==> config.mk <==
export PLATFORM = sky130hd
export DESIGN_NAME = ilid_ctrl
export DESIGN_NICKNAME = d
export VERILOG_FILES = /design/src/rtl/ilid_pkg.sv /design/src/rtl/ilid_ctrl.sv
export SDC_FILE = /design/constraint.sdc
export NUM_CORES = 1
export LEC_CHECK = 0
export ABC_CLOCK_PERIOD_IN_PS = 4900
export BUFFER_PORTS_ARGS = -buffer_cell sky130_fd_sc_hd__buf_2
export CAP_MARGIN = 20
export CORE_AREA = 3 3 40 42
export DETAILED_ROUTE_END_ITERATION = 16
export DIE_AREA = 0 0 43 45
export PLACE_DENSITY_LB_ADDON = 0.1
export SETUP_SLACK_MARGIN = 0.15
export SLEW_MARGIN = 20
export SYNTH_ARGS = -nofsm -noshare
export SYNTH_HDL_FRONTEND = slang
export SYNTH_SLANG_ARGS = --single-unit
==> constraint.sdc <==
create_clock -name clk -period 4.9 [get_ports clk]
set_clock_uncertainty 0.2 [all_clocks]
set_input_delay 0.98 -clock clk [delete_from_list [all_inputs] [get_ports clk]]
set_output_delay 0.98 -clock clk [all_outputs]
set_load 0.01 [all_outputs]
==> src/rtl/ilid_pkg.sv <==
`default_nettype none

package ilid_pkg;

    localparam int IDX_W = 7;
    localparam int VAL_W = 32;
    localparam int ST_W  = 2;
    localparam int CNT_W = 7;

    localparam logic [2:0] OP_READ = 3'd0;
    localparam logic [2:0] OP_HEAD = 3'd1;
    localparam logic [2:0] OP_TAIL = 3'd2;
    localparam logic [2:0] OP_AT   = 3'd3;
    localparam logic [2:0] OP_DEL  = 3'd4;

    localparam logic [ST_W-1:0] ST_DONE  = 2'd0;
    localparam logic [ST_W-1:0] ST_RANGE = 2'd1;
    localparam logic [ST_W-1:0] ST_FULL  = 2'd2;

    localparam logic signed [VAL_W-1:0] RD_FAIL = -32'sd1;

    typedef enum logic [1:0] {
        SH_NONE,
        SH_INS,
        SH_DEL
    } shift_t;

    typedef enum logic [1:0] {
        POS_ZERO,
        POS_LEN,
        POS_IDX
    } pos_sel_t;

    typedef struct packed {
        logic             exec;
        shift_t           shift;
        pos_sel_t         pos_sel;
        logic             rd;
        logic             rd_fail;
        logic [ST_W-1:0]  status;
    } dp_cmd_t;

endpackage

`default_nettype wire

==> src/rtl/ilid_ctrl.sv <==
`default_nettype none

module ilid_ctrl #(
    parameter int CAPACITY = 64
) (
    input  wire logic                          clk,
    input  wire logic                          rst_n,
    input  wire logic                          req_valid,
    output logic                               req_ready,
    output logic                               rsp_valid,
    input  wire logic                          rsp_ready,
    input  wire logic [2:0]                    op,
    input  wire logic [ilid_pkg::IDX_W-1:0]    index,
    input  wire logic [$clog2(CAPACITY+1)-1:0] length,
    output ilid_pkg::dp_cmd_t                  cmd
);

    localparam int LEN_W = $clog2(CAPACITY + 1);
    localparam int CW    = (LEN_W > ilid_pkg::IDX_W) ? LEN_W : ilid_pkg::IDX_W;
    localparam logic [CW-1:0] CAP_EXT = CW'(CAPACITY);

    typedef enum logic {
        S_IDLE,
        S_HOLD
    } state_t;

    state_t        state_reg;
    state_t        state_next;
    logic          accept;
    logic [CW-1:0] len_ext;
    logic [CW-1:0] idx_ext;
    logic          full;

    assign req_ready = (state_reg == S_IDLE) || rsp_ready;
    assign rsp_valid = (state_reg == S_HOLD);
    assign accept    = req_valid && req_ready;
    assign len_ext   = CW'(length);
    assign idx_ext   = CW'(index);
    assign full      = (len_ext == CAP_EXT);

    // decode the item and settle its checks before the datapath commits
    always_comb
    begin
        cmd         = '0;
        cmd.shift   = ilid_pkg::SH_NONE;
        cmd.pos_sel = ilid_pkg::POS_ZERO;
        cmd.status  = ilid_pkg::ST_DONE;
        cmd.exec    = accept;
        unique case (op)
            ilid_pkg::OP_READ:
            begin
                cmd.rd = 1'b1;
                if (idx_ext >= len_ext)
                begin
                    cmd.rd_fail = 1'b1;
                    cmd.status  = ilid_pkg::ST_RANGE;
                end
            end
            ilid_pkg::OP_HEAD:
            begin
                cmd.pos_sel = ilid_pkg::POS_ZERO;
                if (full)
                    cmd.status = ilid_pkg::ST_FULL;
                else
                    cmd.shift = ilid_pkg::SH_INS;
            end
            ilid_pkg::OP_TAIL:
            begin
                cmd.pos_sel = ilid_pkg::POS_LEN;
                if (full)
                    cmd.status = ilid_pkg::ST_FULL;
                else
                    cmd.shift = ilid_pkg::SH_INS;
            end
            ilid_pkg::OP_AT:
            begin
                cmd.pos_sel = ilid_pkg::POS_IDX;
                priority if (idx_ext > len_ext)
                    cmd.status = ilid_pkg::ST_RANGE;
                else if (full)
                    cmd.status = ilid_pkg::ST_FULL;
                else
                    cmd.shift = ilid_pkg::SH_INS;
            end
            ilid_pkg::OP_DEL:
            begin
                cmd.pos_sel = ilid_pkg::POS_IDX;
                if (idx_ext < len_ext)
                    cmd.shift = ilid_pkg::SH_DEL;
                else
                    cmd.status = ilid_pkg::ST_RANGE;
            end
            default:
            begin
                cmd.shift = ilid_pkg::SH_NONE;
            end
        endcase
    end

    always_comb
    begin
        state_next = state_reg;
        if (accept)
            state_next = S_HOLD;
        else if (rsp_ready)
            state_next = S_IDLE;
    end

    always_ff @(posedge clk or negedge rst_n)
    begin
        if (!rst_n)
            state_reg <= S_IDLE;
        else
            state_reg <= state_next;
    end

endmodule

`default_nettype wire

==> flow_summary_export.csv <==
group,metric,value,unit
status,status,"finished, final reports clean",
clock_tree,insertion_delay,0,ps
logic_synthesis,ys_ff_latch,1,
power_and_ir_drop,p_leak,0.2869,nW
logic_synthesis,syn_nets,77,
power_and_ir_drop,vdd_drop_max,0.00003026,V
grt,grt.total_usage,9.136,%
grt,grt_remaining_overflow,0,
floorplan,pin_count,32,
critical_path,worstSetupPathType,"in2out",
finish,fill_cells,151,
timing,setup-tns-final,0,ps
detailed_routing,wirelength,921,um
placed_design,dp_hpwl,844.5,um
logic_synthesis,synth_cells,49,
clock_tree,holdBufCountCts,0,
logic_synthesis,yosysSeqAreaShare,7.246,%
finish,area_growth,47.10,%
finish,fin_area,508.0,um^2
timing,finalCriticalPeriod,3584,ps
grt,antenna_found_initial,0,
floorplan,fp.coreArea,0.001285,mm^2
detailed_routing,ant_nets,0,
power_and_ir_drop,power.density,90.55,mW/mm^2
timing,worst_pin_slew,395.8,ps
grt,first_global_vias,370,
hold_path,min_path_type,"reg2reg",
critical_path,required,3720,ps
grt,grt_pass1_wl,1462,um
finish,largest_register_ff_count,1,
placed_design,routabilityCongestion,0.7077,
placed_design,dp_slack,1305,ps
floorplan,die_y,45,um
detailed_routing,drc,0,
floorplan,dieArea,0.001935,mm^2
timing,setup_viol,0,
clock_tree,clkTransAtPathRegs,0,ps
timing,rsz0062_at_grt,"no",
critical_path,cp_data_arrival_time,2400,ps
logic_synthesis,synth_warnings,0,
finish,drive_above_1_share,43.59,%
logic_synthesis,syn_area_per_cell,7.048,um^2
logic_synthesis,syn_area,345.3,um^2
clock_tree,postCtsResizedCells,0,
grt,grt_max_degree,9,
timing,max_freq,279.0,MHz
critical_path,path_max_fanout,4,
timing,period_share,73.14,%
timing,slew_headroom,73.33,%
detailed_routing,vias_per_cell,4.817,
finish,antenna_cells,0,
timing,report.final.slew_viol_count,0,
critical_path,crit_path_end_kind,"output pin",
finish,fin_nets,108,
floorplan,num_rows,13,
timing,holdWs,311.7,ps
floorplan,initial_core_util,26.87,%
logic_synthesis,synth.distinct_cells,23,
placed_design,port-buffer-count,31,
finish,final_util,39.53,%
detailed_routing,first_pass_iters,2,
detailed_routing,wire_per_inst,9.903,um
detailed_routing,num_vias,448,
floorplan,die_w,43,um
placed_design,post_dp_cell_area,508.0,um^2
finish,multi_input_area,282.8,um^2
critical_path,startpoint_type,"primary input",
detailed_routing,detail_route.iter0.violations,4,
finish,regArea,25.02,um^2
clock_tree,cts_setup_buffers,0,
job,maxCapViolations,0,
timing,finalWorstSetupSlack,1316,ps
timing,hold_viol,0,
==> synthesized netlist by cell type <==
cell	number	area [um^2]
ha_1	7	87.58
inv_1	7	26.28
a21oi_1	4	20.02
nand2_1	4	15.01
nor2_1	3	11.26
nor3_1	3	15.01
o21ai_0	3	15.01
nand2b_1	2	12.51
nand4_1	2	12.51
a21boi_0	1	7.510
and2_1	1	6.260
buf_4	1	7.510
clkbuf_1	1	3.750
dfrtp_1	1	25.02
nand3_1	1	5.000
nand3b_1	1	7.510
nor3b_1	1	7.510
nor4_1	1	6.260
nor4_2	1	12.51
nor4b_2	1	15.01
o2111a_2	1	12.51
o31ai_1	1	7.510
or2_1	1	6.260
==> final cells by class <==
class                           instances  area share [%]
Tap cell                               15           3.695
Sequential cell                         1           4.926
Multi-Input combinational cell         39           55.67
Inverter                                7           5.172
Timing Repair Buffer                   31           30.54
==> cell usage in the layout, fill, tap and decap left out, drive strengths merged, types with 2 or more instances in the layout <==
cell type,netlist,layout
inv,7,7
o21ai,3,3
nand4,2,2
buf,1,31
nand2,4,4
nor2,3,3
nor3,3,3
ha,7,7
nand2b,2,2
a21oi,4,4
nor4,2,2
==> power breakdown <==
part           switching (W)  internal, W   total (W)
Clock                      0            0           0
Combinational      0.0000192    0.0000175   0.0000368
Sequential       0.000000232   0.00000897  0.00000920
==> worst max-delay path, stage by stage <==
cell	delay (ps)
buf_2	90
inv_1	40
ha_1	300
a21oi_1	140
o21ai_0	170
o2111a_2	310
nor4_2	210
buf_2	170
==> metrics by stage <==
stage               cells    power, W
floorplan              49  0.00003048
global placement       93  0.00004658
detailed placement     93  0.00004661
CTS                    93  0.00004680
global route           93  0.00005168
finish                 93  0.00004600
==> metal layers <==
| metal | GRT usage, % | wire length (um) | vias up |
|---|---|---|---|
| met2 | 16.77 | 429 | 16 |
| met3 | 1.195 | 99 | 0 |
| met4 | 0 | 0 | 0 |
| met5 | 0 | 0 | - |
| li1 | - | - | 235 |
| met1 | 12.20 | 392 | 197 |
==> worst paths after layout <==
| path | startpoint | cells after the start | end | slack, ps |
|---|---|---|---|---|
| max | length[6] | 8 | cmd[1] | 1320 |
| min | rsp_valid | 2 | rsp_valid | 310 |
| min reg2reg | rsp_valid | 2 | rsp_valid | 310 |
| min in group asynchronous | rst_n | 1 | rsp_valid | 560 |
| max in group asynchronous | rst_n | 1 | rsp_valid | 3860 |
| max reg2reg | rsp_valid | 2 | rsp_valid | 4060 |
==> cells by family after synthesis <==
| logic type | count (synthesis) | share of synthesized area, % |
|---|---|---|
| simple gates | 22 | 38.40 |
| buf+inv | 9 | 10.87 |
| flops | 1 | 7.245 |
| fa+ha+maj | 7 | 25.36 |
| compound gates | 10 | 18.12 |
(Power assumes the default switching activity.)
